`src/rtl/core/fasc_pkg.sv`:
```
// Package: constants, ROM and shared types for the angle sine/cosine pipeline.
package fasc_pkg;

    localparam logic [31:0] STEP_RAD  = 32'd52707179;
    localparam logic [31:0] INV2PI_HI = 32'd341782637;
    localparam logic [31:0] INV2PI_LO = 32'd1692680576;
    localparam logic [15:0] TAYLOR_K  = 16'd43691;
    localparam logic signed [63:0] Q31_MAX = 64'sh7FFFFFFF;
    localparam logic signed [63:0] Q31_MIN = -64'sh80000000;
    localparam logic [31:0] OCTANT_MASK = 32'h3FFFFFFF;

    typedef struct packed {
        logic        negative;
        logic [1:0]  quad;
        logic [5:0]  seg;
        logic [23:0] res;
    } turn_t;

    function automatic logic [30:0] qcos(input logic [6:0] i);
        logic [30:0] v;
        begin
            case (i)
                7'd0: v = 31'd2147483647; 7'd1: v = 31'd2146836866;
                7'd2: v = 31'd2144896910; 7'd3: v = 31'd2141664948;
                7'd4: v = 31'd2137142927; 7'd5: v = 31'd2131333572;
                7'd6: v = 31'd2124240380; 7'd7: v = 31'd2115867626;
                7'd8: v = 31'd2106220352; 7'd9: v = 31'd2095304370;
                7'd10: v = 31'd2083126254; 7'd11: v = 31'd2069693342;
                7'd12: v = 31'd2055013723; 7'd13: v = 31'd2039096241;
                7'd14: v = 31'd2021950484; 7'd15: v = 31'd2003586779;
                7'd16: v = 31'd1984016189; 7'd17: v = 31'd1963250501;
                7'd18: v = 31'd1941302225; 7'd19: v = 31'd1918184581;
                7'd20: v = 31'd1893911494; 7'd21: v = 31'd1868497586;
                7'd22: v = 31'd1841958164; 7'd23: v = 31'd1814309216;
                7'd24: v = 31'd1785567396; 7'd25: v = 31'd1755750017;
                7'd26: v = 31'd1724875040; 7'd27: v = 31'd1692961062;
                7'd28: v = 31'd1660027308; 7'd29: v = 31'd1626093616;
                7'd30: v = 31'd1591180426; 7'd31: v = 31'd1555308768;
                7'd32: v = 31'd1518500250; 7'd33: v = 31'd1480777044;
                7'd34: v = 31'd1442161874; 7'd35: v = 31'd1402678000;
                7'd36: v = 31'd1362349204; 7'd37: v = 31'd1321199781;
                7'd38: v = 31'd1279254516; 7'd39: v = 31'd1236538675;
                7'd40: v = 31'd1193077991; 7'd41: v = 31'd1148898640;
                7'd42: v = 31'd1104027237; 7'd43: v = 31'd1058490808;
                7'd44: v = 31'd1012316784; 7'd45: v = 31'd965532978;
                7'd46: v = 31'd918167572;  7'd47: v = 31'd870249095;
                7'd48: v = 31'd821806413;  7'd49: v = 31'd772868706;
                7'd50: v = 31'd723465451;  7'd51: v = 31'd673626408;
                7'd52: v = 31'd623381598;  7'd53: v = 31'd572761285;
                7'd54: v = 31'd521795963;  7'd55: v = 31'd470516330;
                7'd56: v = 31'd418953276;  7'd57: v = 31'd367137861;
                7'd58: v = 31'd315101295;  7'd59: v = 31'd262874923;
                7'd60: v = 31'd210490206;  7'd61: v = 31'd157978697;
                7'd62: v = 31'd105372028;  7'd63: v = 31'd52701887;
                default: v = 31'd0;
            endcase
            return v;
        end
    endfunction

endpackage

```
`src/rtl/core/fasc_reduce.sv`:
```
// Range reduction: float bits to quadrant, segment and residual (3 stages).
module fasc_reduce
(
    input  logic                 clk,
    input  logic                 rst_n,
    input  logic                 in_valid,
    input  logic [31:0]          angle_bits,
    output logic                 out_valid,
    output fasc_pkg::turn_t      turn
);
    localparam logic [31:0] INV2PI_HI_W = fasc_pkg::INV2PI_HI;
    localparam logic [31:0] INV2PI_LO_W = fasc_pkg::INV2PI_LO;

    // stage 1: split and multiply
    logic        v1_reg;
    logic        neg1_reg, nan1_reg;
    logic [5:0]  s1_reg;       // right shift amount when left1_reg = 0
    logic        left1_reg;
    logic [4:0]  ls1_reg;
    logic        zero1_reg;
    logic [55:0] ph1_reg;
    logic [55:0] pl1_reg;
    // stage 2: sum
    logic        v2_reg, neg2_reg, nan2_reg, left2_reg, zero2_reg;
    logic [5:0]  s2_reg;
    logic [4:0]  ls2_reg;
    logic [63:0] prod2_reg;
    // stage 3: shift
    logic        v3_reg;
    fasc_pkg::turn_t turn3_reg;

    logic [7:0]  ex;
    logic [23:0] sig;
    logic signed [9:0] k;
    logic [31:0] frac;

    always_comb
    begin
        ex = angle_bits[30:23];
        sig = (ex != 8'd0) ? {1'b1, angle_bits[22:0]} : {1'b0, angle_bits[22:0]};
        // k = pw - 22
        k = (ex != 8'd0) ? ($signed({2'b00, ex}) - 10'sd149) : -10'sd148;
    end

    always_ff @(posedge clk)
    begin
        neg1_reg  <= angle_bits[31];
        nan1_reg  <= (ex == 8'hFF);
        left1_reg <= (k >= 10'sd0);
        zero1_reg <= (k >= 10'sd32) || (k <= -10'sd54);
        ls1_reg   <= k[4:0];
        s1_reg    <= 6'(-k);
        ph1_reg   <= 56'(sig * INV2PI_HI_W);
        pl1_reg   <= 56'(sig * INV2PI_LO_W);
        neg2_reg  <= neg1_reg;
        nan2_reg  <= nan1_reg;
        left2_reg <= left1_reg;
        zero2_reg <= zero1_reg;
        ls2_reg   <= ls1_reg;
        s2_reg    <= s1_reg;
        prod2_reg <= 64'(ph1_reg) + 64'(pl1_reg >> 31);
        turn3_reg.negative <= neg2_reg;
        turn3_reg.quad     <= frac[31:30];
        turn3_reg.seg      <= frac[29:24];
        turn3_reg.res      <= frac[23:0];
    end

    always_comb
    begin
        if (nan2_reg || zero2_reg)
            frac = 32'd0;
        else if (left2_reg)
            frac = prod2_reg[31:0] << ls2_reg;
        else
            frac = 32'(prod2_reg >> s2_reg);
    end

    always_ff @(posedge clk or negedge rst_n)
    begin
        if (!rst_n)
        begin
            v1_reg <= 1'b0;
            v2_reg <= 1'b0;
            v3_reg <= 1'b0;
        end
        else
        begin
            v1_reg <= in_valid;
            v2_reg <= v1_reg;
            v3_reg <= v2_reg;
        end
    end

    assign out_valid = v3_reg;
    assign turn      = turn3_reg;
endmodule

```
`config.mk`:
```
export PLATFORM = sky130hd
export DESIGN_NAME = fasc_reduce
export DESIGN_NICKNAME = d
export VERILOG_FILES = /design/src/rtl/core/fasc_pkg.sv /design/src/rtl/core/fasc_reduce.sv
export SDC_FILE = /design/constraint.sdc
export NUM_CORES = 2
export LEC_CHECK = 0
export BUFFER_PORTS_ARGS = -buffer_cell sky130_fd_sc_hd__buf_4
export CAP_MARGIN = 20
export CORE_UTILIZATION = 50
export CTS_CLUSTER_DIAMETER = 60
export DETAILED_ROUTE_END_ITERATION = 10
export PLACE_DENSITY = 0.74
export SYNTH_ARGS = -nofsm -noshare
export SYNTH_HDL_FRONTEND = slang
export SYNTH_SLANG_ARGS = --single-unit
```
`constraint.sdc`:
```
create_clock -name clk -period 5.8 [get_ports clk]
set_input_delay 0 -clock clk [delete_from_list [all_inputs] [get_ports clk]]
set_output_delay 0 -clock clk [all_outputs]
set_load 0.05 [all_outputs]
```
### Yosys cells after proc, flatten, opt, wreduce, memory -nomap -nowiden

Index checks and enable logic that the tools add are counted.

| cells by class | value |
|---|---|
| $add $sub $neg | 3 |
| multipliers | 2 |
| div/mod/pow operators | 0 |
| order comparisons | 3 |
| equal/unequal tests | 1 |
| shift-type cells | 2 |
| multiplexer cells | 3 |
| bitwise gates (word level) | 0 |
| reductions and logical operators | 3 |

Operators with widths:

| operator | count |
|---|---|
| $add A53 B24 Y54 | 1 |
| $shr A54 B6 Y32 | 1 |
| $mul A24 B29 Y53 const B | 1 |
| $mul A24 B24 Y48 const B | 1 |
| $mux W32 | 1 |
| $shl A32 B5 Y32 | 1 |
| $mux W24 | 1 |
| $ge A10 B1 Y1 const B | 1 |
| $ge A10 B7 Y1 const B | 1 |
| $le A10 B7 Y1 const B | 1 |
| $mux W10 | 1 |
| $sub A8 B8 Y9 const B | 1 |
| $eq A8 B8 Y1 const B | 1 |
| $reduce_bool A8 Y1 | 1 |
| $neg A6 Y6 | 1 |
| $logic_or A1 B1 Y1 | 2 |

| storage, ports and cells | value |
|---|---|
| register bits after elaboration | 221 |
| bits in latches | 0 |
| RAM bits | 0 |
| memory bits (read-only) | 0 |
| input port bits | 35 |
| memories kept | 0 |

### Longest topological paths before layout

| logic depth | value |
|---|---|
| word-level depth | 4 |
| depth in mapped cells | 27 |
| gate-level depth less buffers | 27 |

### Worst setup path before layout

Ideal clock, no wire load.

| path | value |
|---|---|
| path type | input to register |
| from | input angle_bits[30] |
| to | register ph1_reg[46] |
| library setup time | 0.126 ns |
| data arrival time | 6.029 ns |
| slack | -0.355 ns |
| cell stages on the path | 25 |
| path buffers | 0 |
| cells stage by stage | nor4_1 nand3_1 ha_1 xor2_1 ha_1 or2_2 fa_1 inv_1 fa_1 fa_1 fa_1 fa_1 inv_1 ha_1 a21oi_1 o21ai_0 a31oi_1 o21ai_0 a211oi_2 o21ai_2 o31a_1 a21o_1 a21oi_2 a21oi_1 xor2_1 |

| on the way | value |
|---|---|
| longest elaborated chain between the ends | 3 |

RTL lines:

| item | line | text |
|---|---|---|
| start: declaration | fasc_reduce.sv:7 | `input logic [31:0] angle_bits,` |
| $reduce_bool A8 Y1 | fasc_reduce.sv:40 | `sig = (ex != 8'd0) ? {1'b1, angle_bits[22:0]} : {1'b0, angle_bits[22:0]};` |
| $mux W24 | fasc_reduce.sv:40 |  |
| $mul A24 B29 Y53 | fasc_reduce.sv:53 | `ph1_reg <= 56'(sig * INV2PI_HI_W);` |
| end signal: assignment | fasc_reduce.sv:53 |  |
| end: declaration | fasc_reduce.sv:21 | `logic [55:0] ph1_reg;` |

Every way passes these cells.
A chain may end at the register's enable or synchronous reset.

### Worst setup path in the final report

| path | value |
|---|---|
| from | input angle_bits[28] |
| to | register ph1_reg[46] |

The elaborated chain is that of the path after synthesis.

==> run summary <==
Die Y: 245 um
top post-synthesis cells by area: fa_1, ha_1, dfxtp_1
Slew HR: 29.7%
Placement Rows: 88
count leader, synth: inv_1
Design Area, Final: 34600 um^2
Initial Util: 50.9%
Avg Cell Area, Syn: 9.79 um^2
WL final: 85.1 mm
Synth top area share: 26.0%
Clock Path Buffers: 2
Mapped Area: 29600 um^2
M2 GR Usage: 47.8%
slowest CP cell: fa_1
CTS tree: built
syn nets: 3967
Setup crit end kind: flip-flop
total congestion overflow: 0
Crit path top cell by count: fa_1
placed cell areas: 33400 um^2
CP startpoint kind: input pin
outcome: complete, but fails checks
CTS H-tree lvls: 4
clock slew at reported path FFs: 0.08 ns
worst hold endpoint: s1_reg[3]
DR vias: 22800
CP Data Required Time: 6.15 ns
layout cells sized above 1: 19.2%
largest net degree at the start of global routing: 60
PortBufs: 68
Worst-Margin Slew: 1.05 ns
GR Layer Usage met1: 35.4%
reg2reg start: pl1_reg[31]
register area share after synthesis: 13.2%
Max Freq: 0.172 GHz
GR Util met3: 4.10%
area leader, netlist: fa_1
# IOs: 69
first-pass GRT wire length: 131 mm
setup ws final: -0.0153 ns
Final Max Slew Viols: 0
Detailed Place HPWL: 73.7 mm
Final setup violation count: 1
Most used DFF post-synth: dfxtp_1
hold depth: 4
GRT busiest layer: met2
die width: 245 um
crit path max fanout: 5
Post-synth top cells: inv_1, ha_1, fa_1
maxcap violations: 0
Post-synth EDFFs: 0
remaining antenna violation count: 0
post-synthesis cell count: 3023
worst skew pair latency: 0.46 ns
fin crit share: 100%
initial DRC count: 1523
Clock Skew: 0.0114 ns
worst r2r path cells: 14
Cell variety after synth: 82
vias in the first global route: 23500
Reg2Reg Setup Slack: 2.31 ns
GP Congestion: 1.03
# DRC: 0
Ys Warns: 0
initial antenna violation count: 1
failing checks: setup timing
Hold Path Class: input pin to flip-flop
RSZ-0062 raised after global routing: true
DR WL/cell: 20.4 um
CTS buffer count: 17
Synth Register Bits: 195
Core Area: 58100 um^2
drt pass-1 iters: 6
Tmin final: 5.82 ns
vias per std cell: 5.45
Worst path max stage delay: 0.59 ns
GRT Util Overall: 28.9%
Critical R2R Capture: prod2_reg[32]
area grow syn2layout: 17.0%
Die ar.: 60200 um^2
worst path bufs/invs: 4
Post-synth ARST share: 1.54%
Final nets: 4341
min-delay src: angle_bits[23]
Final Hold Vio Count: 0
CTS Sinks: 195
critical path type: input pin to flip-flop
Worst path top cell family by delay: adder cells
Clk Tree Root Cell: clkbuf_16
Largest register FFs: 54
crit path DAT: 6.16 ns
setup_tns: -0.0153 ns
-- how the worst max path moves through the flow --
stage	cells past startpoint	startpoint	endpoint	slack (ns)
floorplan	25	angle_bits[30]	ph1_reg[46]	-0.02
global placement	29	angle_bits[30]	ph1_reg[39]	-0.49
detailed placement	24	angle_bits[3]	ph1_reg[46]	-0.56
CTS	29	angle_bits[30]	ph1_reg[39]	0.007
global route	25	angle_bits[28]	ph1_reg[46]	-0.25
finish	25	angle_bits[28]	ph1_reg[46]	-0.02
-- layout make-up --
cell class | instances | area, um^2
well taps | 765 | 957
multi-input cells | 2097 | 23300
clock inverters | 13 | 151
repair buffers | 436 | 3360
inverters | 650 | 2450
flip-flops and latches | 195 | 3930
fillers | 4918 | 23500
diodes | 1 | 2.50
clock buffers | 19 | 453
-- per-layer routing --
layer / vias to the layer above / routed length, um
met5: - / 0
met4: 0 / 6060
met3: 287 / 5130
met2: 806 / 39500
met1: 10900 / 34500
li1: 10700 / -
-- through the flow --
step | instances | worst slack (ns) | util, % | hold WS, ns
floorplan | 3023 | -0.0238 | - | -0.296
CTS | 4165 | 0.00728 | 58.9 | 0.000904
detailed placement | 4114 | -0.564 | 57.5 | -0.208
global placement | 4114 | -0.490 | 57.5 | -0.211
global route | 4175 | -0.251 | 59.6 | 0.0226
finish | 4176 | -0.0153 | 59.6 | 0.0226
-- kinds of logic after synthesis --
kind of cell	synth area share, %
buffers and inverters	9.42
xor gates and xnor gates	3.97
DFF	13.2
and+or+nand+nor	7.15
muxes	8.28
AOI/OAI and AO/OA	9.77
adders and majority gates	48.2
-- timing repair --
item / CTS / global route
setup buffers: 3 / 11
hold buffers: 16 / 0
resized for setup: 1 / 73
endpoints found under the setup margin: 7 / 24
hold endpoints to repair: 15 / 0
pin swaps: 7 / 60
-- placed cells by master (no fill, tap or decap), types with 6 or more instances in the layout --
| master | count |
|---|---|
| o22ai_1 | 11 |
| nand4_1 | 25 |
| o21bai_1 | 16 |
| fa_2 | 8 |
| a21oi_1 | 116 |
| o21a_1 | 11 |
| fa_1 | 376 |
| buf_4 | 414 |
| a21oi_2 | 15 |
| and3_1 | 21 |
| ha_1 | 509 |
| a31oi_1 | 8 |
| dfxtp_1 | 189 |
| nand3_1 | 38 |
| inv_1 | 642 |
| mux4_2 | 59 |
| a22oi_1 | 13 |
| clkbuf_16 | 17 |
| nand2b_1 | 19 |
| dlygate4sd3_1 | 16 |
| mux2_2 | 33 |
| xnor2_1 | 104 |
| a221oi_1 | 8 |
| o21ai_2 | 11 |
| mux2i_1 | 75 |
| ha_4 | 13 |
| xor2_1 | 27 |
| and2_1 | 11 |
| nand2_1 | 122 |
| a21o_1 | 44 |
| nor3_1 | 22 |
| o21ai_1 | 15 |
| a222oi_1 | 6 |
| a211oi_1 | 15 |
| nor2b_1 | 27 |
| o211ai_1 | 8 |
| o21ai_0 | 85 |
| nor2_1 | 128 |
-- worst register-to-register path: stages, from the launching register on --
cell and delay [ns]:
dfxtp_1 0.33, ha_1 0.17, inv_1 0.05, fa_1 0.41
nor2b_1 0.13, o21ai_1 0.08, a21boi_1 0.20, o21a_1 0.15
o21bai_1 0.09, a21oi_1 0.24, o2111ai_1 0.18, a31oi_1 0.35
a311o_1 0.62, nand4_1 0.19, xnor2_1 0.18
Power is left out: the tool's default activity adds up to more than one toggle a clock period on the data nets, which glitch-free logic cannot reach.
