## src/rtl/core/fasc_pkg.sv

```systemverilog
// Package: constants, ROM and shared types for the angle sine/cosine pipeline.
package fasc_pkg;

    localparam logic [31:0] STEP_RAD  = 32'd52707179;
    localparam logic [31:0] INV2PI_HI = 32'd341782637;
    localparam logic [31:0] INV2PI_LO = 32'd1692680576;
    localparam logic [15:0] TAYLOR_K  = 16'd43691;
    localparam logic signed [63:0] Q31_MAX = 64'sh7FFFFFFF;
    localparam logic signed [63:0] Q31_MIN = -64'sh80000000;
    localparam logic [31:0] OCTANT_MASK = 32'h3FFFFFFF;

    typedef struct packed {
        logic        negative;
        logic [1:0]  quad;
        logic [5:0]  seg;
        logic [23:0] res;
    } turn_t;

    function automatic logic [30:0] qcos(input logic [6:0] i);
        logic [30:0] v;
        begin
            case (i)
                7'd0: v = 31'd2147483647; 7'd1: v = 31'd2146836866;
                7'd2: v = 31'd2144896910; 7'd3: v = 31'd2141664948;
                7'd4: v = 31'd2137142927; 7'd5: v = 31'd2131333572;
                7'd6: v = 31'd2124240380; 7'd7: v = 31'd2115867626;
                7'd8: v = 31'd2106220352; 7'd9: v = 31'd2095304370;
                7'd10: v = 31'd2083126254; 7'd11: v = 31'd2069693342;
                7'd12: v = 31'd2055013723; 7'd13: v = 31'd2039096241;
                7'd14: v = 31'd2021950484; 7'd15: v = 31'd2003586779;
                7'd16: v = 31'd1984016189; 7'd17: v = 31'd1963250501;
                7'd18: v = 31'd1941302225; 7'd19: v = 31'd1918184581;
                7'd20: v = 31'd1893911494; 7'd21: v = 31'd1868497586;
                7'd22: v = 31'd1841958164; 7'd23: v = 31'd1814309216;
                7'd24: v = 31'd1785567396; 7'd25: v = 31'd1755750017;
                7'd26: v = 31'd1724875040; 7'd27: v = 31'd1692961062;
                7'd28: v = 31'd1660027308; 7'd29: v = 31'd1626093616;
                7'd30: v = 31'd1591180426; 7'd31: v = 31'd1555308768;
                7'd32: v = 31'd1518500250; 7'd33: v = 31'd1480777044;
                7'd34: v = 31'd1442161874; 7'd35: v = 31'd1402678000;
                7'd36: v = 31'd1362349204; 7'd37: v = 31'd1321199781;
                7'd38: v = 31'd1279254516; 7'd39: v = 31'd1236538675;
                7'd40: v = 31'd1193077991; 7'd41: v = 31'd1148898640;
                7'd42: v = 31'd1104027237; 7'd43: v = 31'd1058490808;
                7'd44: v = 31'd1012316784; 7'd45: v = 31'd965532978;
                7'd46: v = 31'd918167572;  7'd47: v = 31'd870249095;
                7'd48: v = 31'd821806413;  7'd49: v = 31'd772868706;
                7'd50: v = 31'd723465451;  7'd51: v = 31'd673626408;
                7'd52: v = 31'd623381598;  7'd53: v = 31'd572761285;
                7'd54: v = 31'd521795963;  7'd55: v = 31'd470516330;
                7'd56: v = 31'd418953276;  7'd57: v = 31'd367137861;
                7'd58: v = 31'd315101295;  7'd59: v = 31'd262874923;
                7'd60: v = 31'd210490206;  7'd61: v = 31'd157978697;
                7'd62: v = 31'd105372028;  7'd63: v = 31'd52701887;
                default: v = 31'd0;
            endcase
            return v;
        end
    endfunction

endpackage

```

## src/rtl/core/fasc_taylor.sv

```systemverilog
// Taylor correction of the residual and ROM lookup (pipelined multiplies).
module fasc_taylor
(
    input  logic                 clk,
    input  logic                 rst_n,
    input  logic                 in_valid,
    input  fasc_pkg::turn_t      turn,
    output logic                 out_valid,
    output fasc_pkg::turn_t      turn_out,
    output logic [32:0]          cd,
    output logic [31:0]          sd,
    output logic [30:0]          cj,
    output logic [30:0]          sj
);
    localparam int NST = 4;
    logic [NST-1:0]  v_reg;
    fasc_pkg::turn_t t_reg [NST];
    logic [31:0] d1_reg;
    logic [31:0] d2a_reg, d2b_reg;
    logic [31:0] d2c_reg, d3_reg, d4_reg, dc_reg;
    logic [32:0] cd_reg;
    logic [31:0] sd_reg;
    logic [30:0] cj_reg, sj_reg;
    logic [55:0] p0;
    logic [63:0] p1, p2, p3;
    logic [47:0] p4, p5;

    always_comb
    begin
        p0 = 56'(turn.res * fasc_pkg::STEP_RAD);
        p1 = 64'(d1_reg) * 64'(d1_reg);
        p2 = 64'(d2a_reg) * 64'(d2b_reg);
        p3 = 64'(d2a_reg) * 64'(d2a_reg);
        p4 = 48'(d3_reg) * 48'(fasc_pkg::TAYLOR_K);
        p5 = 48'(d4_reg) * 48'(fasc_pkg::TAYLOR_K);
    end

    always_ff @(posedge clk)
    begin
        // stage A: d
        d1_reg  <= p0[55:24];
        t_reg[0] <= turn;
        // stage B: d^2
        d2a_reg <= p1[62:31];
        d2b_reg <= d1_reg;
        t_reg[1] <= t_reg[0];
        // stage C: d^3, d^4
        d3_reg  <= p2[62:31];
        d4_reg  <= p3[62:31];
        d2c_reg <= d2a_reg;
        dc_reg  <= d2b_reg;
        t_reg[2] <= t_reg[1];
        // stage D: K products
        t_reg[3] <= t_reg[2];
        cd_reg <= 33'h080000000 - 33'(d2c_reg >> 1) + 33'(p5 >> 20);
        sd_reg <= dc_reg - 32'(p4 >> 18);
        cj_reg <= fasc_pkg::qcos({1'b0, t_reg[2].seg});
        sj_reg <= fasc_pkg::qcos(7'd64 - {1'b0, t_reg[2].seg});
    end

    always_ff @(posedge clk or negedge rst_n)
    begin
        if (!rst_n)
            v_reg <= '0;
        else
            v_reg <= {v_reg[NST-2:0], in_valid};
    end

    assign out_valid = v_reg[3];
    assign turn_out  = t_reg[3];
    assign cd = cd_reg;
    assign sd = sd_reg;
    assign cj = cj_reg;
    assign sj = sj_reg;
endmodule

```

## config.mk

```make
export PLATFORM = sky130hd
export DESIGN_NAME = fasc_taylor
export DESIGN_NICKNAME = d
export VERILOG_FILES = /design/src/rtl/core/fasc_pkg.sv /design/src/rtl/core/fasc_taylor.sv
export SDC_FILE = /design/constraint.sdc
export NUM_CORES = 2
export LEC_CHECK = 0
export BUFFER_PORTS_ARGS = -buffer_cell sky130_fd_sc_hd__buf_2
export CAP_MARGIN = 25
export CORE_MARGIN = 8
export CORE_UTILIZATION = 53
export CTS_BUF_LIST = sky130_fd_sc_hd__clkbuf_16
export DETAILED_ROUTE_END_ITERATION = 7
export PLACE_DENSITY = 0.69
export SLEW_MARGIN = 20
export SYNTH_ARGS = -nofsm -noshare
export SYNTH_HDL_FRONTEND = slang
export SYNTH_MEMORY_MAX_BITS = 65536
export SYNTH_SLANG_ARGS = --single-unit
```

## constraint.sdc

```tcl
create_clock -name clk -period 21.9 [get_ports clk]
set_clock_uncertainty 0.15 [all_clocks]
set_input_delay 1.095 -clock clk [delete_from_list [all_inputs] [get_ports clk]]
set_output_delay 1.095 -clock clk [all_outputs]
set_load 0.02 [all_outputs]
```

After elaboration in Yosys (flattened, before gate mapping)
Memories as Yosys holds them, arrays and structs flattened. A register that Yosys moved wholly into a read port is not among the register bits.
Cells that the tools add are included.
- $add $sub $neg: 4
- multiply operators: 6
- divide/modulo/power cells: 0
- $lt $le $gt $ge: 0
- equal/unequal tests: 0
- shifts and indexed selects: 0
- muxes and demuxes: 0
- bitwise logic cells: 0
- reductions and logical operators: 0
- operators with widths (cell ; number):
    multiplier 26 x 26 -> 52 bit ; 1
    multiplier 24 x 26 -> 50 bit (second input constant) ; 1
    multiplier 32 x 16 -> 48 bit (second input constant) ; 1
    multiplier 21 x 26 -> 47 bit ; 1
    multiplier 21 x 21 -> 42 bit ; 1
    adder 33 x 28 -> 33 bit ; 1
    subtractor 32 x 20 -> 33 bit (first input constant) ; 1
    multiplier 16 x 16 -> 32 bit (second input constant) ; 1
    subtractor 26 x 14 -> 27 bit ; 1
    subtractor 7 x 6 -> 7 bit (first input constant) ; 1
- bits in registers: 232
- latch bits: 0
- bits in writable memories: 132
- bits in read-only memories: 3968
- input bits: 36
- output and inout port bits: 161
- word-level logic and storage cells: 23
- memories: 3
- memories (name ; words ; bits a word ; read ports ; clocked after Yosys merged registers in ; wr ports ; RTL line ; RTL):
    (name not given) ; 64 ; 31 ; 1 ; 1 ; 0 ; fasc_pkg.sv:22 ; case (i)
    (name not given) ; 64 ; 31 ; 1 ; 1 ; 0 ; fasc_pkg.sv:22 ;
    t_reg ; 4 ; 33 ; 4 ; 0 ; 4 ; fasc_taylor.sv:17 ; fasc_pkg::turn_t t_reg [NST];

Logic depth before layout (Yosys ltp)
- word-level depth: 2
- mapped depth: 32
- gate-level depth less buffers: 32

Worst setup path after synthesis
OpenSTA, ideal clock, no wires.
- path type: reg-to-reg
- start: reg d1_reg[4]
- end: reg d2a_reg[12]
- setup time: 0.125 ns
- arrival: 7.026 ns
- required time: 21.625 ns
- path slack: 14.599 ns
- cell stages (with the launch flop): 28
- path buffers: 2
- cell sequence: dfxtp_1 clkbuf_1 clkbuf_1 nand2_1 fa_1 fa_1 inv_1 fa_1 inv_1 fa_1 inv_1 fa_1 fa_1 inv_1 fa_1 inv_1 ha_1 nand4_1 nor4b_1 nand3_1 a31oi_1 o211ai_1 a211oi_1 o21ai_1 a21oi_1 o21ai_1 a21oi_1 a31oi_1
- word-level cells in the longest chain between the ends: 1
- RTL lines (element ; RTL line ; RTL):
    start, declared ; fasc_taylor.sv:18 ; logic [31:0] d1_reg;
    start signal, assigned ; fasc_taylor.sv:41 ; d1_reg <= p0[55:24];
    multiplier 26 x 26 -> 52 bit ; fasc_taylor.sv:31 ; p1 = 64'(d1_reg) * 64'(d1_reg);
    net p1[43] ; fasc_taylor.sv:25 ; logic [63:0] p1, p2, p3;
    end signal, assigned ; fasc_taylor.sv:44 ; d2a_reg <= p1[62:31];
    end, declared ; fasc_taylor.sv:19 ; logic [31:0] d2a_reg, d2b_reg;
The timed path passes the listed nets, and every way through them passes these cells.

Worst setup path after layout
- start: reg d3_reg[1]
- end: reg sd_reg[24] (netlist: sd[24])
- word-level cells in the longest chain between the ends: 2
- RTL lines (element ; RTL line ; RTL):
    start, declared ; fasc_taylor.sv:20 ; logic [31:0] d2c_reg, d3_reg, d4_reg, dc_reg;
    start signal, assigned ; fasc_taylor.sv:48 ; d3_reg <= p2[62:31];
    multiplier 16 x 16 -> 32 bit ; fasc_taylor.sv:34 ; p4 = 48'(d3_reg) * 48'(fasc_pkg::TAYLOR_K);
    subtractor 26 x 14 -> 27 bit ; fasc_taylor.sv:56 ; sd_reg <= dc_reg - 32'(p4 >> 18);
    end signal, assigned ; fasc_taylor.sv:56 ;
    end, declared ; fasc_taylor.sv:22 ; logic [31:0] sd_reg;
Every way passes these cells.

==> results.txt <==
run status - complete, no violations
Total Neg Setup Slack - 0 ns
maximum number of pins on one net before global-route repair - 82
Place WS - 13.52 ns
CTS H-tree lvls - 2
placed cell count - 10,400
Die Width - 402 um
post-synthesis cell count - 8,501
Sinks on Clock Net - 403
Arr. time, crit path - 8.84 ns
GR Overflow Total - 0
IO Pins - 197
setup ws final - 13.52 ns
non-filler instance count after layout - 10,500
Post-synth EDFFs - 0
drc violations - 0
slowest CP cell - a2111oi_1
CP endpoint kind - flop
Post-CTS Setup Bufs - 0
synthesis-to-finish area growth - 6.02%
Critical Path Max Stage Delay - 0.61 ns
Die Y - 402 um
total CTS buffers - 50
CTS max path bufs - 3
CTS tree - yes
final worst path period share - 38.3%
Critical Path RT - 22.35 ns
Final Max Tran Viols - 0
sequential area share after synthesis - 10.2%
Core ar. - 149,000 um2
vias per cell - 5.47
Setup violations, final - 0
share of cells above drive strength 1 - 5.32%
nets@finish - 11,200
GPL Wtd Cong - 0.944
register bit count reported by yosys - 403
die area - 162,000 um2
final antenna-violating net count - 0
DRT iter0 DRCs - 4,298
Cell Area, Synth - 79,200 um2
global-route wire length before repair - 343,000 um
Cell variety after synth - 86
Yosys top cell by area - fa_1
RSZ-0062 raised after global routing - no
f_max - 0.119 GHz
Filler Cell Count - 13,100
hold-fix buffer count after cts - 0
routed via count - 57,400
worst slew pin tran - 1.11 ns
Initial Utilization - 53.1%
startpoint types - flop
Hold Vio Cnt, Final - 0
Slew HR - 24.0%
Routed WL - 213,000 um
worst skew pair latency - 0.69 ns
synth cell count leaders - inv_1 (2,216), fa_1 (1,640), ha_1 (1,037)
Detail Placement HPWL - 164,000 um
max reg flops - 132
fin crit period - 8.38 ns
crit-path max FO - 7
IO buf count - 195
row cnt - 142
# resized after CTS - 0
CTS Root Buffer Type - clkbuf_16
ys async rst share - 0.993%
Clock Pin Slew Worst Setup and Hold Paths - 0.08 ns
crit path kind - flop to flop
Routed WL per cell - 20.3 um
ys flop type - dfxtp_1
HP Class - primary input to async pin
total track usage - 26.6%
most frequent cell after synthesis - inv_1
max_cap viols - 0
Fin Hold WS - 0.0571 ns
DRT Pass-1 Iters - 6
Post-Syn Area per Cell - 9.31 um2
vias in the first global route - 62,600
antenna violations before repair - 12
Ys Warns - 0
syn_nets - 11,200
area share of the largest cell type after synthesis - 41.5%
Synth area leaders - fa_1 (41%), ha_1 (16%), inv_1 (11%), dfxtp_1 (10%), nand2_1 (4.0%)
==> metal layers <==
| metal | part of all wire (%) | vias to the layer above | track usage [%] | wire length, um |
|---|---|---|---|---|
| li1 | - | 25700 | - | - |
| met1 | 41 | 28800 | 36.0 | 87000 |
| met2 | 46 | 2402 | 43.0 | 98400 |
| met3 | 8.8 | 515 | 5.25 | 18700 |
| met4 | 4.0 | 4 | 9.09 | 8510 |
| met5 | 0.013 | - | 0 | 27 |
==> critical path: cells and delay by family, from the launching register on <==
| kind | cells | cell delay [ns] |
|---|---|---|
| flops | 1 | 0.59 |
| xor+xnor | 3 | 0.67 |
| compound gates | 11 | 2.82 |
| fa+ha+maj | 8 | 3.07 |
| buf+inv | 4 | 0.26 |
| simple gates | 5 | 0.79 |
==> path summary, 6_finish.rpt <==
kind | slack (ns) | endpoint | start | depth (start not counted)
hold reg to reg | 0.14 | t_reg[3][6] | t_reg[2][6] | 0
setup reg to reg | 13.52 | sd[24] | d3_reg[1] | 31
min in group clk | 0.14 | t_reg[3][6] | t_reg[2][6] | 0
max in group asynchronous | 21.42 | v_reg[0] | rst_n | 1
hold / removal | 0.06 | v_reg[3] | rst_n | 1
setup / recovery | 13.52 | sd[24] | d3_reg[1] | 31
==> cell usage in the layout (no fill, tap or decap), types with 9 or more instances in the layout <==
master     netlist  layout
a211oi_1        52      52
a21o_1          72      72
a21oi_1        252     252
a311oi_1        21      21
a31oi_1         35      35
and2_1         416     416
and3_1          20      20
buf_2            1     195
buf_4            6     102
clkbuf_16        0      52
dfxtp_1        399     378
dfxtp_2          0      19
fa_1          1640    1640
ha_1          1037    1036
inv_1         2216    2219
mux4_2          10      10
nand2_1        847     847
nand2b_1        20      20
nand3_1         79      79
nand3b_1        12      12
nand4_1         21      21
nor2_1         267     267
nor2b_1         32      32
nor3_1          73      73
o211ai_1        41      41
o21a_1          16      16
o21ai_0        188     188
o21bai_1        13      13
o311ai_0        15      15
o31ai_1         13      13
or2_2           14      14
or3_1            9       9
xnor2_1        109     104
xor2_1          52      51
==> cells by family after synthesis <==
logic type                 synth area share, %
xor gates and xnor gates                  1.78
adders and majority gates                 57.9
AOI/OAI and AO/OA                         6.66
buffers and inverters                     12.2
muxes                                    0.363
and+or+nand+nor                           10.9
DFF                                       10.2
other                                  0.00474
==> stage by stage <==
stage / utilization, % / cell area [um2]
after floorplan: - / 79200
after global placement: 55.1 / 82100
after detailed placement: 55.1 / 82100
after CTS: 56.3 / 83900
after global routing: 56.3 / 83900
final: 56.3 / 83900
==> cell type report <==
class	count	area (um2)	share of cell area, %
Inverter	2221	8340	9.93
Multi-Input combinational cell	5533	61500	73.3
Clock inverter	40	472	0.562
Timing Repair Buffer	299	1760	2.10
Sequential cell	403	8120	9.67
Clock buffer	52	1300	1.55
Antenna cell	6	15.0	0.0179
Tap cell	1944	2430	2.90
Power is not shown: default switching activity piles up to over one toggle a cycle in this logic, so the estimate is an artifact.
